File: config.mk
export PLATFORM = sky130hd
export DESIGN_NAME = dock_sequencer_with_stage_retry
export DESIGN_NICKNAME = d
export VERILOG_FILES = /design/src/hdl/dsr_pkg.sv /design/src/hdl/dock_sequencer_with_stage_retry.sv /design/src/hdl/dsr_step.sv
export SDC_FILE = /design/constraint.sdc
export NUM_CORES = 1
export LEC_CHECK = 0
export ABC_AREA = 0
export BUFFER_PORTS_ARGS = -buffer_cell sky130_fd_sc_hd__buf_2
export CORE_ASPECT_RATIO = 0.7
export CORE_MARGIN = 2
export CORE_UTILIZATION = 60
export CTS_CLUSTER_SIZE = 16
export DETAILED_ROUTE_END_ITERATION = 8
export PLACE_DENSITY_LB_ADDON = 0.1
export SETUP_SLACK_MARGIN = 0.5
export SLEW_MARGIN = 20
export SYNTH_ARGS = -nofsm -noshare
export SYNTH_HDL_FRONTEND = slang
export SYNTH_HIERARCHICAL = 1
export SYNTH_SLANG_ARGS = --single-unit
File: constraint.sdc
create_clock -name clk -period 5.8 [get_ports clk]
set_input_delay 0.87 -clock clk [delete_from_list [all_inputs] [get_ports clk]]
set_output_delay 0.87 -clock clk [all_outputs]
set_load 0.05 [all_outputs]
File: src/hdl/dsr_pkg.sv
// Shared types, codes and helper functions of the dock sequencer.
package dsr_pkg;

    localparam int TIMER_BITS = 17;
    localparam int CMP_BITS   = (TIMER_BITS > 16) ? TIMER_BITS : 16;

    typedef logic [TIMER_BITS-1:0] timer_t;
    localparam timer_t TIMER_MAX = '1;

    typedef enum logic [3:0] {
        ST_UNKNOWN    = 4'd0,
        ST_DOCKED     = 4'd1,
        ST_UNDOCKED   = 4'd2,
        ST_UNDOCK_M1  = 4'd3,
        ST_UNDOCK_M2  = 4'd4,
        ST_DOCK_M2    = 4'd5,
        ST_DOCK_M1    = 4'd6,
        ST_PROP_OPEN  = 4'd7,
        ST_PROP_CLOSE = 4'd8,
        ST_TESTING    = 4'd9,
        ST_ERROR      = 4'd10,
        ST_BOOT_CLOSE = 4'd11
    } seq_state_t;

    localparam logic [2:0] OP_TICK   = 3'd0;
    localparam logic [2:0] OP_UNDOCK = 3'd1;
    localparam logic [2:0] OP_DOCK   = 3'd2;
    localparam logic [2:0] OP_JOG    = 3'd3;
    localparam logic [2:0] OP_RESET  = 3'd4;
    localparam logic [2:0] OP_BOOT   = 3'd5;

    localparam logic [1:0] DRV_STOP = 2'd0;
    localparam logic [1:0] DRV_FWD  = 2'd1;
    localparam logic [1:0] DRV_REV  = 2'd2;
    localparam logic [1:0] DRV_JOG  = 2'd3;

    localparam logic [1:0] MOTOR_M1   = 2'd0;
    localparam logic [1:0] MOTOR_M2   = 2'd1;
    localparam logic [1:0] MOTOR_PROP = 2'd2;

    localparam logic [1:0] JOG_NONE = 2'd0;

    localparam logic [2:0] CFG_STAGE_TIMEOUT    = 3'd0;
    localparam logic [2:0] CFG_MAX_RETRIES      = 3'd1;
    localparam logic [2:0] CFG_RETRY_DELAY      = 3'd2;
    localparam logic [2:0] CFG_RECHECK_INTERVAL = 3'd3;
    localparam logic [2:0] CFG_JOG_DURATION     = 3'd4;

    typedef struct packed {
        logic [15:0] stage_timeout;
        logic [3:0]  max_retries;
        logic [15:0] retry_delay;
        logic [15:0] recheck_interval;
        logic [15:0] jog_duration;
    } cfg_t;

    typedef struct packed {
        seq_state_t      seq;
        seq_state_t      reported;
        timer_t          stage_el;
        logic [4:0]      retries;
        logic            pending;
        timer_t          wait_el;
        timer_t          rest_el;
        timer_t          jog_el;
        logic [1:0]      jog_tgt;
        logic [2:0][1:0] drive;
    } ctx_t;

    typedef struct packed {
        seq_state_t      state_code;
        logic [2:0][1:0] drive;
        logic            rejected;
        logic            changed;
        logic [4:0]      retry_count;
    } res_t;

    function automatic timer_t bump(input timer_t c);
        return (c == TIMER_MAX) ? c : timer_t'(c + 1'b1);
    endfunction

    function automatic logic at_least(input timer_t t, input logic [15:0] lim);
        return CMP_BITS'(t) >= CMP_BITS'(lim);
    endfunction

    function automatic logic is_busy(input seq_state_t s);
        return (s >= ST_UNDOCK_M1 && s <= ST_TESTING) || s == ST_BOOT_CLOSE;
    endfunction

    // Switch vector order: m1 undock, m1 dock, m2 undock, m2 dock, open, close.
    function automatic seq_state_t infer_rest(input logic [5:0] sw);
        logic docked;
        logic undocked;
        docked   = sw[1] & sw[3] & sw[5];
        undocked = sw[0] & sw[2];
        if (docked && !undocked) begin
            return ST_DOCKED;
        end
        if (undocked && !docked) begin
            return ST_UNDOCKED;
        end
        return ST_UNKNOWN;
    endfunction

    function automatic logic [1:0] stage_motor(input seq_state_t s);
        case (s)
            ST_UNDOCK_M1: return MOTOR_M1;
            ST_UNDOCK_M2: return MOTOR_M2;
            ST_DOCK_M2:   return MOTOR_M2;
            ST_DOCK_M1:   return MOTOR_M1;
            default:      return MOTOR_PROP;
        endcase
    endfunction

    function automatic logic [1:0] stage_dir(input seq_state_t s);
        case (s)
            ST_UNDOCK_M1: return DRV_FWD;
            ST_UNDOCK_M2: return DRV_FWD;
            ST_PROP_OPEN: return DRV_FWD;
            default:      return DRV_REV;
        endcase
    endfunction

endpackage

File: src/hdl/dock_sequencer_with_stage_retry.sv
// Top level of the dock sequencer: state, configuration and result registers.
//
//   channel  direction  handshake                 payload
//   in       input      in_valid / in_ready       op, jog_motor, six limit switches
//   out      output     out_valid / out_ready     state_code, drives, flags, retry_count
//   cfg      input      cfg_we                    cfg_addr, cfg_wdata
//
// For every item, the sequencer state is updated in the cycle it is
// accepted, and its result appears in the output register on the next cycle.
// A new item is accepted every cycle while the output register is empty or is
// being emptied; a stalled output holds the input off for as long as it stalls.
// Reset clears the state, loads the register defaults and empties the output.
module dock_sequencer_with_stage_retry
    import dsr_pkg::*;
(
    input  logic        clk,
    input  logic        rst_n,
    input  logic        cfg_we,
    input  logic [2:0]  cfg_addr,
    input  logic [15:0] cfg_wdata,
    input  logic        in_valid,
    output logic        in_ready,
    input  logic [2:0]  op,
    input  logic [1:0]  jog_motor,
    input  logic        m1_undock_hit,
    input  logic        m1_dock_hit,
    input  logic        m2_undock_hit,
    input  logic        m2_dock_hit,
    input  logic        prop_open_hit,
    input  logic        prop_close_hit,
    output logic        out_valid,
    input  logic        out_ready,
    output logic [3:0]  state_code,
    output logic [1:0]  m1_drive,
    output logic [1:0]  m2_drive,
    output logic [1:0]  prop_drive,
    output logic        rejected,
    output logic        state_changed,
    output logic [4:0]  retry_count
);

    cfg_t       cfg_reg;
    ctx_t       ctx_reg;
    ctx_t       ctx_next;
    res_t       res_next;
    res_t       res_reg;
    logic       out_valid_reg;
    logic       accept;
    logic [5:0] sw;

    assign sw = {prop_close_hit, prop_open_hit, m2_dock_hit, m2_undock_hit,
                 m1_dock_hit, m1_undock_hit};

    assign in_ready = !out_valid_reg || out_ready;
    assign accept   = in_valid && in_ready;

    dsr_step u_step (
        .cur       (ctx_reg),
        .cfg       (cfg_reg),
        .op        (op),
        .jog_motor (jog_motor),
        .sw        (sw),
        .nxt       (ctx_next),
        .res       (res_next)
    );

    always_ff @(posedge clk or negedge rst_n)
    begin
        if (!rst_n)
        begin
            cfg_reg.stage_timeout    <= 16'd10000;
            cfg_reg.max_retries      <= 4'd2;
            cfg_reg.retry_delay      <= 16'd1000;
            cfg_reg.recheck_interval <= 16'd1000;
            cfg_reg.jog_duration     <= 16'd1000;
        end
        else if (cfg_we)
        begin
            case (cfg_addr)
                CFG_STAGE_TIMEOUT:    cfg_reg.stage_timeout    <= cfg_wdata;
                CFG_MAX_RETRIES:      cfg_reg.max_retries      <= cfg_wdata[3:0];
                CFG_RETRY_DELAY:      cfg_reg.retry_delay      <= cfg_wdata;
                CFG_RECHECK_INTERVAL: cfg_reg.recheck_interval <= cfg_wdata;
                CFG_JOG_DURATION:     cfg_reg.jog_duration     <= cfg_wdata;
                default:              cfg_reg <= cfg_reg;
            endcase
        end
    end

    always_ff @(posedge clk or negedge rst_n)
    begin
        if (!rst_n)
        begin
            ctx_reg <= '0;
        end
        else if (accept)
        begin
            ctx_reg <= ctx_next;
        end
    end

    always_ff @(posedge clk or negedge rst_n)
    begin
        if (!rst_n)
        begin
            out_valid_reg <= 1'b0;
        end
        else if (accept)
        begin
            out_valid_reg <= 1'b1;
        end
        else if (out_ready)
        begin
            out_valid_reg <= 1'b0;
        end
    end

    always_ff @(posedge clk)
    begin
        if (accept)
        begin
            res_reg <= res_next;
        end
    end

    assign out_valid     = out_valid_reg;
    assign state_code    = res_reg.state_code;
    assign m1_drive      = res_reg.drive[MOTOR_M1];
    assign m2_drive      = res_reg.drive[MOTOR_M2];
    assign prop_drive    = res_reg.drive[MOTOR_PROP];
    assign rejected      = res_reg.rejected;
    assign state_changed = res_reg.changed;
    assign retry_count   = res_reg.retry_count;

`ifndef SYNTH
    a_retries_bounded: assert property (@(posedge clk) disable iff (!rst_n)
        ctx_reg.retries <= 5'd16)
        else $error("Retry count beyond its bound.");

    a_testing_has_target: assert property (@(posedge clk) disable iff (!rst_n)
        ctx_reg.seq == ST_TESTING |-> ctx_reg.jog_tgt != JOG_NONE)
        else $error("Testing state without a jog target.");

    a_reject_keeps_state: assert property (@(posedge clk) disable iff (!rst_n)
        accept && res_next.rejected |=> ctx_reg.seq == $past(ctx_reg.seq))
        else $error("A rejected item changed the state.");

    a_accept_fills_output: assert property (@(posedge clk) disable iff (!rst_n)
        accept |=> out_valid_reg && res_reg.state_code == ctx_reg.seq)
        else $error("Accepted item did not reach the output register.");
`endif

endmodule

File: src/hdl/dsr_step.sv
// Next-state and result logic for one item of the dock sequencer.
module dsr_step
    import dsr_pkg::*;
(
    input  ctx_t       cur,
    input  cfg_t       cfg,
    input  logic [2:0] op,
    input  logic [1:0] jog_motor,
    input  logic [5:0] sw,
    output ctx_t       nxt,
    output res_t       res
);

    ctx_t       n;
    logic       rejected;
    logic       changed;
    seq_state_t fresh;
    logic [1:0] st_motor;
    logic [1:0] st_dir;
    logic       st_hit;
    logic [1:0] jog_idx;
    logic [1:0] jm_idx;

    assign fresh    = infer_rest(sw);
    assign st_motor = stage_motor(cur.seq);
    assign st_dir   = stage_dir(cur.seq);
    assign st_hit   = sw[{st_motor, st_dir == DRV_REV}];
    assign jog_idx  = 2'(cur.jog_tgt - 2'd1);
    assign jm_idx   = 2'(jog_motor - 2'd1);

    always_comb
    begin
        n        = cur;
        rejected = 1'b0;
        case (op)
            OP_TICK:
            begin
                n.stage_el = bump(cur.stage_el);
                n.wait_el  = bump(cur.wait_el);
                n.rest_el  = bump(cur.rest_el);
                n.jog_el   = bump(cur.jog_el);
                for (int k = 0; k < 3; k++)
                begin
                    if ((cur.drive[k] == DRV_FWD || cur.drive[k] == DRV_REV)
                        && sw[{2'(k), cur.drive[k] == DRV_REV}])
                    begin
                        n.drive[k] = DRV_STOP;
                    end
                end
                case (cur.seq)
                    ST_UNKNOWN, ST_DOCKED, ST_UNDOCKED, ST_ERROR:
                    begin
                        if (at_least(n.rest_el, cfg.recheck_interval))
                        begin
                            n.rest_el = '0;
                            if (fresh != cur.seq && (cur.seq != ST_ERROR || fresh != ST_UNKNOWN))
                            begin
                                n.seq = fresh;
                            end
                        end
                    end
                    ST_TESTING:
                    begin
                        if (at_least(n.jog_el, cfg.jog_duration))
                        begin
                            if (cur.jog_tgt != JOG_NONE)
                            begin
                                n.drive[jog_idx] = DRV_STOP;
                            end
                            n.jog_tgt = JOG_NONE;
                            n.seq     = fresh;
                        end
                    end
                    default:
                    begin
                        if (st_hit)
                        begin
                            case (cur.seq)
                                ST_UNDOCK_M1:
                                begin
                                    n.drive[MOTOR_M2] = DRV_FWD;
                                    n.seq      = ST_UNDOCK_M2;
                                    n.stage_el = '0;
                                    n.retries  = '0;
                                    n.pending  = 1'b0;
                                end
                                ST_UNDOCK_M2:
                                begin
                                    n.seq = ST_UNDOCKED;
                                end
                                ST_DOCK_M2:
                                begin
                                    n.drive[MOTOR_M1] = DRV_REV;
                                    n.seq      = ST_DOCK_M1;
                                    n.stage_el = '0;
                                    n.retries  = '0;
                                    n.pending  = 1'b0;
                                end
                                ST_DOCK_M1:
                                begin
                                    n.drive[MOTOR_PROP] = DRV_FWD;
                                    n.seq      = ST_PROP_OPEN;
                                    n.stage_el = '0;
                                    n.retries  = '0;
                                    n.pending  = 1'b0;
                                end
                                ST_PROP_OPEN:
                                begin
                                    n.drive[MOTOR_PROP] = DRV_REV;
                                    n.seq      = ST_PROP_CLOSE;
                                    n.stage_el = '0;
                                    n.retries  = '0;
                                    n.pending  = 1'b0;
                                end
                                ST_PROP_CLOSE:
                                begin
                                    n.seq = ST_DOCKED;
                                end
                                default:
                                begin
                                    n.seq      = fresh;
                                    n.reported = fresh;
                                end
                            endcase
                        end
                        else if (cur.pending)
                        begin
                            if (at_least(n.wait_el, cfg.retry_delay))
                            begin
                                n.pending         = 1'b0;
                                n.stage_el        = '0;
                                n.drive[st_motor] = st_dir;
                            end
                        end
                        else if (CMP_BITS'(n.stage_el) > CMP_BITS'(cfg.stage_timeout))
                        begin
                            n.drive[st_motor] = DRV_STOP;
                            n.retries         = 5'(cur.retries + 5'd1);
                            if (n.retries > {1'b0, cfg.max_retries})
                            begin
                                n.seq = ST_ERROR;
                                if (cur.seq == ST_BOOT_CLOSE)
                                begin
                                    n.reported = ST_ERROR;
                                end
                            end
                            else
                            begin
                                n.pending = 1'b1;
                                n.wait_el = '0;
                            end
                        end
                    end
                endcase
            end
            OP_UNDOCK:
            begin
                if (is_busy(cur.seq))
                begin
                    rejected = 1'b1;
                end
                else
                begin
                    n.drive[MOTOR_M1] = DRV_FWD;
                    n.seq      = ST_UNDOCK_M1;
                    n.stage_el = '0;
                    n.retries  = '0;
                    n.pending  = 1'b0;
                end
            end
            OP_DOCK:
            begin
                if (is_busy(cur.seq))
                begin
                    rejected = 1'b1;
                end
                else
                begin
                    n.drive[MOTOR_M2] = DRV_REV;
                    n.seq      = ST_DOCK_M2;
                    n.stage_el = '0;
                    n.retries  = '0;
                    n.pending  = 1'b0;
                end
            end
            OP_JOG:
            begin
                if (is_busy(cur.seq) || jog_motor == JOG_NONE)
                begin
                    rejected = 1'b1;
                end
                else
                begin
                    n.jog_tgt       = jog_motor;
                    n.jog_el        = '0;
                    n.seq           = ST_TESTING;
                    n.drive[jm_idx] = DRV_JOG;
                end
            end
            OP_RESET:
            begin
                n.drive   = '0;
                n.jog_tgt = JOG_NONE;
                n.pending = 1'b0;
                n.seq     = fresh;
            end
            OP_BOOT:
            begin
                if (is_busy(cur.seq))
                begin
                    rejected = 1'b1;
                end
                else if (!sw[5])
                begin
                    n.drive[MOTOR_PROP] = DRV_REV;
                    n.seq      = ST_BOOT_CLOSE;
                    n.stage_el = '0;
                    n.retries  = '0;
                    n.pending  = 1'b0;
                end
                else
                begin
                    n.seq      = fresh;
                    n.reported = fresh;
                end
            end
            default:
            begin
                n = cur;
            end
        endcase

        changed = (n.seq != n.reported);
        if (changed)
        begin
            n.reported = n.seq;
        end

        nxt             = n;
        res.state_code  = n.seq;
        res.drive       = n.drive;
        res.rejected    = rejected;
        res.changed     = changed;
        res.retry_count = n.retries;
    end

endmodule
### After elaboration in Yosys (flattened, before gate mapping)

Index checks and enable logic that the tools add are counted.

* register bits after elaboration: 176
* bits of input ports: 35
* output and inout port bits: 19
* logic and storage cells: 249

* add/sub/neg operators: 7
* order comparisons: 17
* equality and inequality tests: 42
* multiplexer cells: 99
* bitwise gates (word level): 8
* reductions and logical operators: 51

Operators by type and width (count)
* $mux 17: 10
* $mux 23: 6
* $add 17x1->17 const B: 4
* $eq 17x17->1 const B: 4
* $pmux 22 s3: 1
* $mux 31: 2
* $mux 4: 15
* $ge 17x16->1: 3
* $pmux 4 s6: 2
* $mux 44: 1
* $mux 2: 17
* $pmux 17 s2: 1
* $mux 8: 4
* $mux 6: 5
* $mux 25: 1
* $pmux 2 s4: 3
* $mux 18: 1
* $gt 17x16->1: 1
* $eq 4x3->1 const B: 4
* $eq 4x4->1 const B: 4
* $mux 1: 16
* $pmux 4 s2: 2
* $and 6x6->6: 2
* $demux 2 s2: 3
* 51 further kinds: 112

### Depth between registers and ports, before layout

* depth after elaboration: 17
* mapped depth: 22

### Modules after synthesis

Netlist, hierarchy kept.

Modules (own cells, without submodules)
* dock_sequencer_with_stage_retry: times used 1, cells an instance 358, area each 6491.2 µm²
* dsr_step: times used 1, cells an instance 997, area each 6257.3 µm²

### Worst setup path before layout

No wires, ideal clock.

* path kind: reg-to-reg
* start: register ctx_reg[65] in the netlist's numbering
* end: register res_reg, in the netlist state_changed, data pin
* arrival time: 4697 ps
* setup slack: 851 ps
* stages on the path, launching flop included: 20
* buffers on the path: 1
* period minus slack after synthesis: 4949 ps
* cells stage by stage: dfrtp_1 > ha_1 > nand4_1 > nor4_1 > a21boi_0 > and4_1 > nand3_1 > nor2_1 > xnor2_1 > ha_1 > nand3_1 > or4_1 > a31o_1 > a31o_4 > a211o_4 > a311o_1 > o2bb2ai_1 > xnor2_1 > nand4_1 > buf_4

RTL lines
* start: declaration: RTL line dock_sequencer_with_stage_retry.sv:43 `ctx_t ctx_reg;`
* start signal: assignment: RTL line dock_sequencer_with_stage_retry.sv:98 `ctx_reg <= ctx_next;`
* end signal: assignment: RTL line dock_sequencer_with_stage_retry.sv:122 `res_reg <= res_next;`
* end: declaration: RTL line dock_sequencer_with_stage_retry.sv:46 `res_t res_reg;`

==> impl_metrics.ini <==
[global_route]
grt.overflow.total = 0
grt_pass1_wl_mm = 53.5
grt_max_degree = 77
grt_usage_pct = 30.5
grt_pass1_vias = 9917
antenna_found_initial = 0

[die]
die-height_um = 126
dieWidth_um = 178
ios = 54
start_util_pct = 61.3
coreArea_um2 = 20800
die-area_um2 = 22400
num_rows = 44

[place]
post-place-ws_ns = 0.387
hpwlAfterDp_mm = 23.7
gp_congestion = 0.992
placed_area_um2 = 13100
dp_cells = 1617
port_buffers = 53

[cts]
cts.htree.levels = 4
cts-root-buf = clkbuf_16
cts_sinks = 176
cts_tree = done
ctsHoldBuffers = 0
cts_buffer_depth = 2
numCtsBuffers = 17
clkSlewWorstSetupHoldPaths_ns = 0.08
clock_latency_ns = 0.45

[synthesis]
yosysUniqueCellTypes = 83
synth-seq-cells = 176
yosys_warnings = 6
synth.avg_cell_area_um2 = 9.41
synth_cells = 1355
synth_nets = 1468
seq_area_frac_synth_pct = 35.4
synthArstFlopShare_pct = 90.3
synth_ff_type = dfrtp_1
synthesis.area_um2 = 12700
synth_edf_count = 17

[timing]
fmax_mhz = 197
slew_viol_final = 0
fin_crit_sh_pct = 87.6
setup_viol = 0
hold_viol = 0
worst_slack_ns = 0.720
worst_slew_pin_slew_ns = 1.09
rsz0062_at_grt = no
fin_crit_ns = 5.08
fin_tns_setup_ns = 0
finClkSkew_ns = 0.0186
relSlewSlack_pct = 26.8

[outcome]
status = completed

[finish]
nets = 1475
largest_reg_flops = 90
drive_above_1_share_pct = 23.4
fin_area_um2 = 13800
antenna_cells = 0
instances_no_fill = 1651
area_growth_pct = 8.06

[worst_setup_path]
crit_chain = ha_1, nand4_1, nor4_4, a21o_1, nor3_2, nand2_1, nor3_2, xor2_1, ha_1, nand3_1, or4_1, a31o_1, a31o_4, a211o_4, a311o_1, o2bb2ai_1, xnor2_1, nand4_1
required_ns = 5.99
worst_setup_path_end_kind = register
start_kind = register
critPathKind = register to register
cpPeakStageDelay_ns = 0.60
worst-path-max-fanout = 7
worst_path_max_delay_cell = or4_1
arrival_ns = 5.27

[power]
power_density_nw_per_um2 = 349
leakagePower_nw = 6.16
vdd_drop_max_mv = 0.238

[detailed_routing]
first_pass_iters = 6
wl_per_cell_um = 20.3
drt_iter0_markers = 1286
final_antenna_net_count = 0
drc_errors = 0
num_vias = 10576
routed_via_density = 6.41
wl_mm = 33.5

[flow_run]
maxCapViolCount = 0

[worst_hold_path]
hp-class = input port to async pin
-- layer usage --
| metal | global-route usage (%) | vias up | routed length, um |
|---|---|---|---|
| met2 | 43.0 | 429 | 13900 |
| met3 | 8.30 | 51 | 2950 |
| met1 | 46.6 | 5133 | 16100 |
| met4 | 6.89 | 0 | 518 |
| met5 | 0 | - | 0 |
| li1 | - | 4963 | - |
-- path summary, 6_finish.rpt --
path / endpoint / depth (start not counted) / startpoint / slack, ns
hold reg to reg: cfg_reg[64]$_DFFE_PN0P_ / 1 / cfg_reg[64]$_DFFE_PN0P_ / 0.51
max in group asynchronous: ctx_reg[51]$_DFFE_PN0P_ / 2 / rst_n / 4.13
min in group clk: cfg_reg[64]$_DFFE_PN0P_ / 1 / cfg_reg[64]$_DFFE_PN0P_ / 0.51
setup reg to reg: state_changed$_DFFE_PP_ / 18 / ctx_reg[65]$_DFFE_PN0P_ / 0.72
setup / recovery: state_changed$_DFFE_PP_ / 18 / ctx_reg[65]$_DFFE_PN0P_ / 0.72
hold / removal: ctx_reg[39]$_DFFE_PN0P_ / 1 / rst_n / 0.34
-- per-stage QoR --
stage / util, % / power (W) / hold WS [ns]
5_1_grt: 66.2 / 0.00510 / 0.364
3_5_place_dp: 62.9 / 0.00356 / 0.494
4_1_cts: 65.8 / 0.00476 / 0.352
3_3_place_gp: 62.9 / 0.00351 / 0.488
2_1_floorplan: - / 0.00309 / 0.473
6_report: 66.2 / 0.00481 / 0.344
-- cell usage in the layout (no fill, tap or decap), drive strengths merged, types with 6 or more instances in the layout --
cell and count:
dfstp 24, o31ai 16, nor2 70, a211oi 12, buf 73, edfxtp 17, nand2 119, nor4 6
ha 78, nand4 27, a31oi 15, dfrtp 135, nand3 49, xnor2 43, a21o 10, mux2i 8
a41oi 7, o21a 7, inv 95, o41ai 6, o22ai 8, nand2b 12, o211ai 9, and3 21
mux2 163, a21oi 66, a22o 22, and2 6, xor2 24, clkbuf 17, nor3 22, o2bb2ai 6
o21ai 95, a32o 6
-- worst max-delay path: cells and delay by family, from the launching register on --
kind	cells	cell delay (ns)
adders and majority gates	2	0.62
and+or+nand+nor	8	1.71
xor gates and xnor gates	2	0.35
AOI/OAI and AO/OA	6	1.69
DFF	1	0.45
-- cells in the mapped netlist, types with 5 or more instances --
master | count | area [um2]
inv_1 | 84 | 315
ha_1 | 78 | 976
mux2i_1 | 8 | 80.1
o21a_1 | 7 | 52.6
o41ai_1 | 6 | 52.6
o211ai_1 | 9 | 67.6
dfrtp_1 | 135 | 3380
a21o_1 | 10 | 75.1
a32o_1 | 6 | 60.1
nand3_1 | 49 | 245
nand4_1 | 27 | 169
and2_1 | 6 | 37.5
mux2_2 | 163 | 1840
nor4_1 | 6 | 37.5
a21oi_1 | 66 | 330
nor2_1 | 70 | 263
buf_2 | 15 | 75.1
o31ai_1 | 15 | 113
nor3_1 | 21 | 105
a211oi_1 | 11 | 82.6
dfstp_2 | 24 | 631
a31oi_1 | 15 | 93.8
clkbuf_1 | 47 | 176
a41oi_1 | 7 | 61.3
a22o_1 | 22 | 193
or2_2 | 5 | 31.3
xnor2_1 | 43 | 377
and4_1 | 5 | 43.8
buf_4 | 17 | 128
o21ai_0 | 92 | 460
o22ai_1 | 8 | 50.1
o2bb2ai_1 | 6 | 52.6
nand2b_1 | 12 | 75.1
edfxtp_1 | 17 | 510
xor2_1 | 24 | 210
and3_1 | 21 | 131
nand2_1 | 119 | 447
-- power by group --
| group | switching [W] | total (W) | internal (W) |
|---|---|---|---|
| clock | 0.000598 | 0.00119 | 0.000591 |
| combinational | 0.00113 | 0.00187 | 0.000738 |
| sequential | 0.000261 | 0.00176 | 0.00149 |
| total | 0.00199 | 0.00481 | 0.00282 |
-- cell type report --
class | count | area [um2]
inverter | 85 | 319
clock buffer | 17 | 425
timing repair buffer | 73 | 422
tap | 276 | 345
multi-input combinational | 1009 | 7560
fill | 1685 | 7030
sequential | 176 | 4520
clock inverter | 15 | 181
-- what timing repair did --
item                       in CTS  in global routing
cloned                          0                  0
setup endpoints to repair      30                 60
resized for setup               2                 12
buffers inserted                0                  2
pin swaps                       0                  2
-- cell families (layout without fill, tap and decap cells) --
kind of cell               Yosys count  after routing  synth area share [%]
buffers and inverters              170            190                  5.89
AOI/OAI and AO/OA                  329            329                  17.3
muxes                              171            171                  15.0
and+or+nand+nor                    362            362                  13.9
DFF                                176            176                  35.4
adders and majority gates           80             80                  7.81
xor gates and xnor gates            67             67                  4.60
(Power assumes the default switching activity.)
